[src/design/i2c_master_bit_sequencer_top_defines.svh]
// Assertion helpers shared by the sequencer modules.
// Each expects a clock named aclk and an active-low reset named aresetn.
`ifndef I2C_MASTER_BIT_SEQUENCER_TOP_DEFINES_SVH
`define I2C_MASTER_BIT_SEQUENCER_TOP_DEFINES_SVH

// Same-cycle implication
`define I2CBS_ASSERT_NOW(lbl, ante, cons, msg) \
    lbl: assert property (@(posedge aclk) disable iff (!aresetn) (ante) |-> (cons)) \
        else $error(msg);

// Next-cycle implication
`define I2CBS_ASSERT_NEXT(lbl, ante, cons, msg) \
    lbl: assert property (@(posedge aclk) disable iff (!aresetn) (ante) |=> (cons)) \
        else $error(msg);

`endif

[src/design/i2cbs_pkg.sv]
package i2cbs_pkg;

    localparam int BITS_PER_BYTE = 8;
    localparam int CFG_IDX_W     = 3;

    // Register indexes on the configuration port
    localparam logic [CFG_IDX_W-1:0] CFG_BIT_PHASE  = 3'd0;
    localparam logic [CFG_IDX_W-1:0] CFG_SETUP_HOLD = 3'd1;
    localparam logic [CFG_IDX_W-1:0] CFG_SAMPLE     = 3'd2;
    localparam logic [CFG_IDX_W-1:0] CFG_ACK_LIMIT  = 3'd3;

    // Register reset values
    localparam logic [7:0] RST_BIT_PHASE  = 8'd2;
    localparam logic [7:0] RST_SETUP_HOLD = 8'd5;
    localparam logic [7:0] RST_SAMPLE     = 8'd1;
    localparam logic [7:0] RST_ACK_LIMIT  = 8'd250;

    typedef enum logic [2:0] {
        ACT_TICK     = 3'd0,
        ACT_START    = 3'd1,
        ACT_STOP     = 3'd2,
        ACT_WRITE    = 3'd3,
        ACT_WAIT_ACK = 3'd4,
        ACT_READ     = 3'd5
    } action_t;

    typedef enum logic [3:0] {
        PH_IDLE, PH_START_A, PH_START_B, PH_STOP_A, PH_STOP_B,
        PH_WR_HIGH, PH_WR_LOW, PH_WA_REL, PH_WA_SETTLE, PH_WA_POLL,
        PH_RD_LOW, PH_RD_HIGH, PH_AK_LOW, PH_AK_HIGH
    } phase_t;

    typedef struct packed {
        logic [7:0] bit_phase_ticks;
        logic [7:0] setup_hold_ticks;
        logic [7:0] sample_ticks;
        logic [7:0] ack_wait_limit;
    } cfg_t;

    typedef struct packed {
        logic [2:0] action;
        logic [7:0] write_data;
        logic       send_ack;
        logic       sda_sample;
    } in_item_t;

    typedef struct packed {
        logic       rejected;
        logic       ack_missing;
        logic [7:0] read_data;
        logic       done_res;
        logic       busy_res;
        logic       sda_drive;
        logic       sda_level;
        logic       scl_level;
    } res_t;

    // A delay of zero still lasts one tick
    function automatic logic [7:0] at_least_one(input logic [7:0] v);
        return (v == 8'd0) ? 8'd1 : v;
    endfunction

endpackage

[src/design/i2cbs_cfg_regs.sv]
module i2cbs_cfg_regs (
    input  logic                             aclk,
    input  logic                             aresetn,
    input  logic                             cfg_valid,
    input  logic [i2cbs_pkg::CFG_IDX_W-1:0]  cfg_index,
    input  logic [7:0]                       cfg_data,
    output i2cbs_pkg::cfg_t                  cfg
);
    import i2cbs_pkg::*;

    cfg_t cfg_reg;

    // Write one timing register per accepted write; unknown indexes are dropped
    always_ff @(posedge aclk) begin
        if (!aresetn) begin
            cfg_reg.bit_phase_ticks  <= RST_BIT_PHASE;
            cfg_reg.setup_hold_ticks <= RST_SETUP_HOLD;
            cfg_reg.sample_ticks     <= RST_SAMPLE;
            cfg_reg.ack_wait_limit   <= RST_ACK_LIMIT;
        end else if (cfg_valid) begin
            unique case (cfg_index)
                CFG_BIT_PHASE:  cfg_reg.bit_phase_ticks  <= cfg_data;
                CFG_SETUP_HOLD: cfg_reg.setup_hold_ticks <= cfg_data;
                CFG_SAMPLE:     cfg_reg.sample_ticks     <= cfg_data;
                CFG_ACK_LIMIT:  cfg_reg.ack_wait_limit   <= cfg_data;
                default: ;
            endcase
        end
    end

    assign cfg = cfg_reg;

endmodule

[src/design/i2cbs_core.sv]
module i2cbs_core (
    input  logic                aclk,
    input  logic                aresetn,
    input  logic                step_en,
    input  i2cbs_pkg::in_item_t item,
    input  i2cbs_pkg::cfg_t     cfg,
    output i2cbs_pkg::res_t     res
);
    import i2cbs_pkg::*;
    `include "i2c_master_bit_sequencer_top_defines.svh"

    phase_t     phase_reg,   phase_next;
    logic [7:0] delay_reg,   delay_next;
    logic [7:0] shift_reg,   shift_next;
    logic [3:0] bit_idx_reg, bit_idx_next;
    logic [7:0] poll_reg,    poll_next;
    logic       ack_choice_reg, ack_choice_next;
    logic       scl_reg,     scl_next;
    logic       sda_reg,     sda_next;
    logic       drv_reg,     drv_next;
    logic [7:0] read_reg,    read_next;
    logic       missing_reg, missing_next;
    logic       done;
    logic       rej;
    logic       is_cmd;
    logic [3:0] bit_idx_inc;

    // One sequencer step for the item at hand
    always_comb begin
        phase_next      = phase_reg;
        delay_next      = delay_reg;
        shift_next      = shift_reg;
        bit_idx_next    = bit_idx_reg;
        poll_next       = poll_reg;
        ack_choice_next = ack_choice_reg;
        scl_next        = scl_reg;
        sda_next        = sda_reg;
        drv_next        = drv_reg;
        read_next       = read_reg;
        missing_next    = missing_reg;
        done            = 1'b0;
        is_cmd          = (item.action >= ACT_START) && (item.action <= ACT_READ);
        rej             = is_cmd && (phase_reg != PH_IDLE);
        bit_idx_inc     = bit_idx_reg + 4'd1;

        if (is_cmd && (phase_reg == PH_IDLE)) begin
            // Start a command: set the first line levels and load the first delay
            missing_next = 1'b0;
            unique case (item.action)
                ACT_START: begin
                    drv_next   = 1'b1;
                    sda_next   = 1'b1;
                    scl_next   = 1'b1;
                    phase_next = PH_START_A;
                    delay_next = at_least_one(cfg.setup_hold_ticks);
                end
                ACT_STOP: begin
                    drv_next   = 1'b1;
                    scl_next   = 1'b0;
                    sda_next   = 1'b0;
                    phase_next = PH_STOP_A;
                    delay_next = at_least_one(cfg.setup_hold_ticks);
                end
                ACT_WRITE: begin
                    drv_next     = 1'b1;
                    bit_idx_next = 4'd0;
                    sda_next     = item.write_data[7];
                    shift_next   = {item.write_data[6:0], 1'b0};
                    scl_next     = 1'b1;
                    phase_next   = PH_WR_HIGH;
                    delay_next   = at_least_one(cfg.bit_phase_ticks);
                end
                ACT_WAIT_ACK: begin
                    drv_next   = 1'b0;
                    sda_next   = 1'b1;
                    phase_next = PH_WA_REL;
                    delay_next = at_least_one(cfg.sample_ticks);
                end
                default: begin
                    drv_next        = 1'b0;
                    sda_next        = 1'b1;
                    scl_next        = 1'b0;
                    shift_next      = 8'd0;
                    bit_idx_next    = 4'd0;
                    ack_choice_next = item.send_ack;
                    phase_next      = PH_RD_LOW;
                    delay_next      = at_least_one(cfg.bit_phase_ticks);
                end
            endcase
        end else if (phase_reg == PH_IDLE) begin
            // Tick while idle: hold everything
        end else if (phase_reg == PH_WA_POLL) begin
            // Poll SDA once per tick while SCL is high
            if (!item.sda_sample) begin
                scl_next = 1'b0;
                done     = 1'b1;
            end else if (poll_reg >= cfg.ack_wait_limit) begin
                missing_next = 1'b1;
                drv_next     = 1'b1;
                scl_next     = 1'b0;
                sda_next     = 1'b0;
                phase_next   = PH_STOP_A;
                delay_next   = at_least_one(cfg.setup_hold_ticks);
            end else begin
                poll_next = poll_reg + 8'd1;
            end
        end else if (delay_reg > 8'd1) begin
            delay_next = delay_reg - 8'd1;
        end else begin
            // Delay ran out: advance to the next phase
            delay_next = 8'd0;
            unique case (phase_reg)
                PH_START_A: begin
                    sda_next   = 1'b0;
                    phase_next = PH_START_B;
                    delay_next = at_least_one(cfg.setup_hold_ticks);
                end
                PH_START_B: begin
                    scl_next = 1'b0;
                    done     = 1'b1;
                end
                PH_STOP_A: begin
                    scl_next   = 1'b1;
                    sda_next   = 1'b1;
                    phase_next = PH_STOP_B;
                    delay_next = at_least_one(cfg.setup_hold_ticks);
                end
                PH_WR_HIGH: begin
                    scl_next   = 1'b0;
                    phase_next = PH_WR_LOW;
                    delay_next = at_least_one(cfg.bit_phase_ticks);
                end
                PH_WR_LOW: begin
                    bit_idx_next = bit_idx_inc;
                    if (bit_idx_inc >= 4'(BITS_PER_BYTE)) begin
                        done = 1'b1;
                    end else begin
                        sda_next   = shift_reg[7];
                        shift_next = {shift_reg[6:0], 1'b0};
                        scl_next   = 1'b1;
                        phase_next = PH_WR_HIGH;
                        delay_next = at_least_one(cfg.bit_phase_ticks);
                    end
                end
                PH_WA_REL: begin
                    scl_next   = 1'b1;
                    phase_next = PH_WA_SETTLE;
                    delay_next = at_least_one(cfg.sample_ticks);
                end
                PH_WA_SETTLE: begin
                    phase_next = PH_WA_POLL;
                    poll_next  = 8'd0;
                end
                PH_RD_LOW: begin
                    scl_next     = 1'b1;
                    shift_next   = {shift_reg[6:0], item.sda_sample};
                    bit_idx_next = bit_idx_inc;
                    phase_next   = PH_RD_HIGH;
                    delay_next   = at_least_one(cfg.sample_ticks);
                end
                PH_RD_HIGH: begin
                    scl_next = 1'b0;
                    if (bit_idx_reg >= 4'(BITS_PER_BYTE)) begin
                        read_next  = shift_reg;
                        drv_next   = 1'b1;
                        sda_next   = !ack_choice_reg;
                        phase_next = PH_AK_LOW;
                        delay_next = at_least_one(cfg.bit_phase_ticks);
                    end else begin
                        phase_next = PH_RD_LOW;
                        delay_next = at_least_one(cfg.bit_phase_ticks);
                    end
                end
                PH_AK_LOW: begin
                    scl_next   = 1'b1;
                    phase_next = PH_AK_HIGH;
                    delay_next = at_least_one(ack_choice_reg ? cfg.setup_hold_ticks
                                                             : cfg.bit_phase_ticks);
                end
                PH_AK_HIGH: begin
                    scl_next = 1'b0;
                    done     = 1'b1;
                end
                default: begin
                    done = 1'b1;
                end
            endcase
        end

        // Drop back to idle at the end of a sequence
        if (done) begin
            phase_next = PH_IDLE;
            delay_next = 8'd0;
        end
    end

    // Advance the sequencer state once per item
    always_ff @(posedge aclk) begin
        if (!aresetn) begin
            phase_reg      <= PH_IDLE;
            delay_reg      <= 8'd0;
            shift_reg      <= 8'd0;
            bit_idx_reg    <= 4'd0;
            poll_reg       <= 8'd0;
            ack_choice_reg <= 1'b0;
            scl_reg        <= 1'b1;
            sda_reg        <= 1'b1;
            drv_reg        <= 1'b1;
            read_reg       <= 8'd0;
            missing_reg    <= 1'b0;
        end else if (step_en) begin
            phase_reg      <= phase_next;
            delay_reg      <= delay_next;
            shift_reg      <= shift_next;
            bit_idx_reg    <= bit_idx_next;
            poll_reg       <= poll_next;
            ack_choice_reg <= ack_choice_next;
            scl_reg        <= scl_next;
            sda_reg        <= sda_next;
            drv_reg        <= drv_next;
            read_reg       <= read_next;
            missing_reg    <= missing_next;
        end
    end

    // Result of this step
    always_comb begin
        res.scl_level   = scl_next;
        res.sda_level   = sda_next;
        res.sda_drive   = drv_next;
        res.busy_res    = (phase_next != PH_IDLE);
        res.done_res    = done;
        res.read_data   = read_next;
        res.ack_missing = missing_next;
        res.rejected    = rej;
    end

    `I2CBS_ASSERT_NEXT(a_done_goes_idle, step_en && done, phase_reg == PH_IDLE, "done but still busy")
    `I2CBS_ASSERT_NOW(a_reject_only_busy, step_en && rej, phase_reg != PH_IDLE, "rejected while idle")
    `I2CBS_ASSERT_NEXT(a_hold_without_item, !step_en, $stable(phase_reg) && $stable(delay_reg), "state moved without an item")
    `I2CBS_ASSERT_NOW(a_done_not_busy, step_en && done, !res.busy_res, "done and busy together")

endmodule

[src/design/i2c_master_bit_sequencer_top.sv]
// I2C master line sequencer. Each input item is a tick or a command (start, stop, write byte,
// wait for acknowledge, read byte with ACK/NACK); every item yields exactly one result item
// carrying the SCL level, SDA level and SDA drive enable after that item, plus busy, done,
// the last read byte, the missing-acknowledge flag and a flag for commands rejected while busy.
// Delays count in ticks and are set through four timing registers on the configuration port,
// which should be written only while no sequence is running. An item passes through an input
// register, one sequencer step and an output register, and the block takes a new item every
// cycle as long as the result side keeps up.
module i2c_master_bit_sequencer_top (
    input  logic                            aclk,
    input  logic                            aresetn,
    // Input item stream
    input  logic                            s_tvalid,
    output logic                            s_tready,
    input  logic [15:0]                     s_tdata,  // write_data[7:0], send_ack[8], sda_sample[9], zero
    input  logic [2:0]                      s_tuser,  // action[2:0]
    // Result item stream
    output logic                            m_tvalid,
    input  logic                            m_tready,
    output logic [15:0]                     m_tdata,  // scl_level[0], sda_level[1], sda_drive[2],
                                                      // busy_res[3], done_res[4], read_data[12:5],
                                                      // ack_missing[13], rejected[14], zero[15]
    // Configuration writes
    input  logic                            cfg_valid,
    output logic                            cfg_ready,
    input  logic [i2cbs_pkg::CFG_IDX_W-1:0] cfg_index,
    input  logic [7:0]                      cfg_data
);
    import i2cbs_pkg::*;
    `include "i2c_master_bit_sequencer_top_defines.svh"

    logic     in_valid_reg;
    in_item_t in_item_reg;
    logic     out_valid_reg;
    res_t     out_res_reg;
    logic     step_en;
    cfg_t     cfg;
    res_t     step_res;

    // Step when an item is held and the output slot is free or being emptied
    assign step_en   = in_valid_reg && (!out_valid_reg || m_tready);
    assign s_tready  = !in_valid_reg || step_en;
    assign cfg_ready = 1'b1;

    // Input register
    always_ff @(posedge aclk) begin
        if (!aresetn) begin
            in_valid_reg <= 1'b0;
        end else if (s_tready) begin
            in_valid_reg <= s_tvalid;
        end
    end

    always_ff @(posedge aclk) begin
        if (s_tvalid && s_tready) begin
            in_item_reg.action     <= s_tuser;
            in_item_reg.write_data <= s_tdata[7:0];
            in_item_reg.send_ack   <= s_tdata[8];
            in_item_reg.sda_sample <= s_tdata[9];
        end
    end

    i2cbs_cfg_regs u_cfg (
        .aclk      (aclk),
        .aresetn   (aresetn),
        .cfg_valid (cfg_valid),
        .cfg_index (cfg_index),
        .cfg_data  (cfg_data),
        .cfg       (cfg)
    );

    i2cbs_core u_core (
        .aclk    (aclk),
        .aresetn (aresetn),
        .step_en (step_en),
        .item    (in_item_reg),
        .cfg     (cfg),
        .res     (step_res)
    );

    // Output register
    always_ff @(posedge aclk) begin
        if (!aresetn) begin
            out_valid_reg <= 1'b0;
        end else if (step_en) begin
            out_valid_reg <= 1'b1;
        end else if (m_tready) begin
            out_valid_reg <= 1'b0;
        end
    end

    always_ff @(posedge aclk) begin
        if (step_en) begin
            out_res_reg <= step_res;
        end
    end

    assign m_tvalid = out_valid_reg;
    assign m_tdata  = {1'b0, out_res_reg};

    `I2CBS_ASSERT_NOW(a_no_overwrite, out_valid_reg && !m_tready, !step_en, "pending result overwritten")
    `I2CBS_ASSERT_NEXT(a_step_fills_output, step_en, out_valid_reg, "step without a result")

endmodule

[config.mk]
export PLATFORM = sky130hd
export DESIGN_NAME = i2c_master_bit_sequencer_top
export DESIGN_NICKNAME = d
export VERILOG_FILES = /design/src/design/i2cbs_pkg.sv /design/src/design/i2cbs_cfg_regs.sv /design/src/design/i2cbs_core.sv /design/src/design/i2c_master_bit_sequencer_top.sv
export VERILOG_INCLUDE_DIRS = /design/src /design/src/design
export SDC_FILE = /design/constraint.sdc
export NUM_CORES = 1
export LEC_CHECK = 0
export ABC_AREA = 1
export BUFFER_PORTS_ARGS = -buffer_cell sky130_fd_sc_hd__buf_2
export CAP_MARGIN = 30
export CORE_UTILIZATION = 45
export CTS_BUF_LIST = sky130_fd_sc_hd__clkbuf_16
export DETAILED_ROUTE_END_ITERATION = 7
export HOLD_SLACK_MARGIN = 0.03
export PLACE_DENSITY = 0.66
export SYNTH_ARGS = -nofsm -noshare
export SYNTH_HDL_FRONTEND = slang
export SYNTH_SLANG_ARGS = --single-unit
[constraint.sdc]
create_clock -name aclk -period 1.7 [get_ports aclk]
set_input_delay 0.34 -clock aclk [delete_from_list [all_inputs] [get_ports aclk]]
set_output_delay 0.34 -clock aclk [all_outputs]
set_load 0.005 [all_outputs]
== Yosys cells after proc, flatten, opt, wreduce, memory -nomap -nowiden ==
Cells that the tools add are included.
Storage, ports and cells
  register bits after elaboration: 107
  input port bits: 35
  output and inout port bits: 19
  word-level logic and storage cells: 206
Operators by class
  add/subtract/negate cells: 3
  order comparisons: 6
  eq/ne operators: 30
  muxes and demuxes: 92
  bitwise gates (word level): 3
  reduce and logical (&&, ||, !) cells: 43
Operators with widths (count)
  $mux W8: 29
  $mux W4: 14
  $pmux W8 S2: 3
  $pmux W8 S5: 1
  $mux W1: 37
  $pmux W4 S9: 1
  $logic_not A8 Y1: 4
  $eq A4 B4 Y1 const B: 6
  $pmux W4 S4: 1
  $reduce_and A7 Y1: 2
  $eq A3 B2 Y1 const B: 4
  $eq A4 B3 Y1 const B: 3
  $reduce_or A2 Y1: 6
  $reduce_or A4 Y1: 3
  $add A8 B1 Y8 const B: 1
  $eq A4 B2 Y1 const B: 2
  $ge A4 B4 Y1 const B: 2
  $ge A8 B8 Y1: 1
  $gt A8 B1 Y1 const B: 1
  $ne A2 B1 Y1 const B: 4
  $ne A4 B2 Y1 const B: 2
  $reduce_and A2 Y1: 4
  $reduce_bool A4 Y1: 2
  $reduce_or A8 Y1: 1
  26 further kinds: 43

== Logic depth before layout (Yosys ltp) ==
  depth in word-level cells: 10
  depth in mapped cells: 15

== Hierarchy ==
Synthesis repeated with hierarchy kept, for this count alone.
Second synthesis, totals
  cells, all modules: 917
  area total of the unflattened synthesis: 6247.2 sq um
Modules (own cells, without submodules)
  i2cbs_core: instances 1, cells each 687, area an instance 3993.8 sq um
  i2cbs_cfg_regs: instances 1, cells each 185, area an instance 1295.0 sq um
  i2c_master_bit_sequencer_top: instances 1, cells each 45, area an instance 958.4 sq um

== Least setup slack after synthesis ==
OpenSTA, ideal clock, no wires.
  path kind: register to register
  start: reg u_core.delay_reg[0]
  end: reg u_core.phase_reg[3]
  library setup time: 152 ps
  data arrival time: 1568 ps
  required time: 1548 ps
  setup slack: -21 ps
  stages on the path, launching flop included: 12
  path buffers: 1
  clock period less this slack: 1721 ps
  cell sequence: dfxtp_1 -> inv_1 -> ha_1 -> nor2_1 -> nor2_1 -> nand3_1 -> clkbuf_1 -> nor3_1 -> o21ai_0 -> nand2_1 -> nand2_1 -> a21oi_1
Between the ends
  longest elaborated chain between the ends: 6
  elaborated cells on any way between the ends: 10
  those cells by class: 1 x order compare; 9 x mux
Ends and longest elaborated chain
  start: declaration: RTL line i2cbs_core.sv:13  | logic [7:0] delay_reg, delay_next;
  start signal: assignment: RTL line i2cbs_core.sv:213  | delay_reg <= delay_next;
  $gt A8 B1 Y1 *: RTL line i2cbs_core.sv:107  | end else if (delay_reg > 8'd1) begin
  $mux W4 / $mux W1 (equally long branches): RTL line i2cbs_core.sv:107
  $mux W4 / $mux W1 (equally long branches): RTL line i2cbs_core.sv:92  | end else if (phase_reg == PH_WA_POLL) begin
  $mux W4 / $mux W1 (equally long branches): RTL line i2cbs_core.sv:90  | end else if (phase_reg == PH_IDLE) begin
  $mux W4 / $mux W1 (equally long branches): RTL line i2cbs_core.sv:46  | if (is_cmd && (phase_reg == PH_IDLE)) begin
  $mux W4 *: RTL line i2cbs_core.sv:191  | if (done) begin
  end signal: assignment: RTL line i2cbs_core.sv:212  | phase_reg <= phase_next;
  end: declaration: RTL line i2cbs_core.sv:12  | phase_t phase_reg, phase_next;
Mark *: on every way between the ends. The rest lies on a longest branch, timed or not.
A chain may end at the register's enable or synchronous reset.

== Final worst setup path ==
  start: reg u_core.phase_reg[3]
  end: reg u_core.delay_reg[6]
Between the ends
  longest elaborated chain between the ends: 9
  elaborated cells on any way between the ends: 31
  those cells by class: 13 x eq/ne; 11 x mux; 7 x reduce/logical
Ends and longest elaborated chain
  $eq A4 B1 Y1, or another cell as far along: RTL line i2cbs_core.sv:112  | unique case (phase_reg)
  $reduce_or A8 Y1 (no line)
  $pmux W1 S2: RTL line i2cbs_core.sv:112
  $mux W1: RTL line i2cbs_core.sv:107
  $mux W1: RTL line i2cbs_core.sv:92
  $mux W1: RTL line i2cbs_core.sv:90
  $mux W1: RTL line i2cbs_core.sv:46
  $ne A4 B2 Y1 (no line) / $ne A3 B1 Y1 (equally long branches)
  $reduce_and A4 Y1 (no line)
Parallel ways exist; a longest one is shown, timed or not. The select of a mux whose other input is x is not followed.

==> impl_results.md <==
- Status: complete, but fails checks
- Failing checks: setup timing
- Die Width: 117 um
- Share of layout cells above drive strength 1: 32.9%
- Critical Path Source Type: register
- DRC: 0
- IR drop worst, VDD: 0.519 mV
- Worst skew pair latency: 360 ps
- Power Density: 838 nW/um^2
- Hpwl dp: 11800 um
- Die area: 13700 um^2
- Fillers: 1128
- Worst EP required: 1940 ps
- Number of flip-flops in the largest register: 32
- Routed Antenna Nets: 0
- Count of non-filler cells in the finished layout: 1168
- Clk buf depth: 2
- # port buffers: 45
- Layout area overhead: 33.9%
- Gr usage total: 24.6%
- Shortest period the worst path allows: 1790 ps
- Post-synthesis mux area share: 0%
- Register clock-pin slew on the reported worst setup and hold paths: 70 ps
- Yosys warning count: 0
- Ant. Diodes: 0
- Post-synth cell types: 38
- # H-tree levels: 3
- Skew final: 6.40 ps
- Clock Root Buffer: clkbuf_16
- Core area: 12800 um^2
- Worst Hold Depth: 1
- Drt wl/cell: 14.2 um
- Routed wire length: 16600 um
- Drt first pass iters: 5
- CTS tree: done
- Setup WS pre-CTS: -142 ps
- Row count: 41
- Critical path class: reg2reg
- Endpoint class of the critical path: register
- Nets: 1039
- Sequential share of the synthesized area: 40.6%
- Synth Area in XOR/XNOR: 1.03%
- Starting Density: 46.7%
- Cells after Synth: 851
- Leakage: 3.54 nW
- Net Count, Synth: 899
- CTS buffer count: 9
- Mapped cell area: 5960 um^2
- Final hold vios: 0
- Max Transition Viols Final: 0
- RSZ-0062 raised after global routing: true
- Via count: 5965
- Ratio of final minimum period to clock period: 106%
- Largest net degree at the start of global routing: 36
- Placed insts: 1136
- Total grt overflow: 0
- Routed vias/inst: 5.11
- # clock sinks: 107
- Post-Synth Adder-Cell Area: 2.73%
- Achievable frequency: 0.557 GHz
- Die Ht: 117 um
- Placer Congestion: 0.892
- Vias in the first global route: 5243
- R2R setup slack: -90 ps
- Syn avg cell area: 7.00 um^2
- Worst EP arrival: 2040 ps
- Worst setup slack after layout: -93.8 ps
- HP Class: in2reg
- DRT iter0 DRCs: 479
- Post-synthesis simple-gate area fraction: 27.5%
- Largest family of logic cells by synthesized area: simple AND/OR/NAND/NOR gates
- Flops & latches, synth: 107
- Antenna violations before repair: 0
- Post-synthesis compound-gate area fraction: 18.9%
- Crit-path max FO: 4
- I/O pins: 54
- Setup Viol. Count Final: 22
- First-pass GRT wire length: 25900 um
- R2R cell count: 14
- Maxcap violations: 0
==> power breakdown <==
part | switching, mW | total [mW] | internal, mW
Clock | 1.00 | 2.01 | 1.01
Combinational | 1.06 | 1.83 | 0.772
Sequential | 0.0845 | 2.85 | 2.76
==> synthesized netlist by cell type, drive strengths merged <==
| master | n | area, um^2 |
|---|---|---|
| o211ai | 11 | 82.6 |
| o21ai | 81 | 413 |
| a21o | 1 | 7.51 |
| dfxtp | 79 | 1580 |
| inv | 105 | 397 |
| clkbuf | 19 | 71.3 |
| nor2 | 90 | 379 |
| nand3b | 4 | 30.0 |
| nor3 | 13 | 70.1 |
| nand3 | 44 | 220 |
| o21a | 1 | 7.51 |
| conb | 2 | 7.51 |
| buf | 12 | 73.8 |
| xor2 | 4 | 35.0 |
| edfxtp | 28 | 841 |
| o22ai | 2 | 12.5 |
| a22oi | 1 | 7.51 |
| a31oi | 1 | 6.26 |
| nand2 | 208 | 818 |
| xnor2 | 3 | 26.3 |
| nor3b | 8 | 60.1 |
| nand4 | 10 | 62.6 |
| a21oi | 110 | 581 |
| o21bai | 1 | 7.51 |
| ha | 13 | 163 |
==> worst paths after layout <==
check | from | to
setup reg to reg | u_core.phase_reg[3] | u_core.delay_reg[6]
hold / removal | s_tdata[3] | in_item_reg[5]
hold reg to reg | u_cfg.cfg[2] | u_cfg.cfg[2]
setup / recovery | u_core.phase_reg[3] | u_core.delay_reg[6]
==> cells in the final DEF, fill, tap and decap left out, drive strengths merged <==
cell type,count
xnor2,3
clkbuf,10
a31oi,1
inv,110
nor3b,8
o211ai,11
o21ai,81
nor3,13
a21oi,110
nor2,91
nand4,10
buf,157
xor2,4
dfxtp,79
nand3b,4
a22oi,1
a21o,1
nand2,209
o21bai,1
ha,13
clkinv,2
o21a,1
conb,2
o22ai,2
nand3,44
edfxtp,28
==> critical path: stages (launching register included) <==
cell	delay [ps]
dfxtp_2	350
buf_4	150
nand2_1	70
inv_1	70
nand2_2	100
nand2_1	60
inv_1	60
nand2_1	100
nor2_1	130
nand2_2	120
buf_4	160
nand3_1	80
nand2_1	100
nand3_4	90
a21oi_2	40
==> kinds of logic after synthesis <==
| family | after synthesis |
|---|---|
| other | 2 |
| adders and majority gates | 13 |
| xor gates and xnor gates | 7 |
| AOI/OAI and AO/OA | 209 |
| buffers and inverters | 136 |
| and+or+nand+nor | 377 |
| DFF | 107 |
==> through the flow <==
stage / hold WS, ps / util (%) / instance area (um^2) / total power [mW] / TNS [ps]
3_5_place_dp: 473 / 55.2 / 7050 / 4.45 / -4160
6_report: 148 / 62.5 / 7980 / 6.69 / -950
4_1_cts: 143 / 60.2 / 7690 / 6.57 / -226
2_1_floorplan: 435 / - / 5960 / 3.85 / 0
5_1_grt: 141 / 62.5 / 7980 / 7.01 / -5380
3_3_place_gp: 470 / 55.2 / 7050 / 4.44 / -3650
==> what timing repair did <==
item	CTS	global route
hold buffers	0	0
endpoints found under the setup margin	56	58
resized for setup	83	75
cloned	3	1
buffers inserted	7	6
pin swaps	35	24
==> area by class of cell <==
cell class / instances / area [um^2] / area share, %
clock buffer: 9 / 225 / 2.82
multi-input combinational: 610 / 3450 / 43.2
sequential: 107 / 2450 / 30.7
inverter: 105 / 407 / 5.10
timing repair buffer: 158 / 1180 / 14.9
tap: 172 / 215 / 2.70
clock inverter: 7 / 50.0 / 0.627
==> routing by layer <==
layer / vias up / track usage, % / part of all wire, %
met5: - / 0 / 0
met4: 0 / 7.85 / 1.6
met3: 19 / 2.94 / 4.3
met2: 147 / 38.6 / 45
met1: 2705 / 35.2 / 49
li1: 3094 / - / -
No activity file was read; power rests on OpenSTA's default activity.
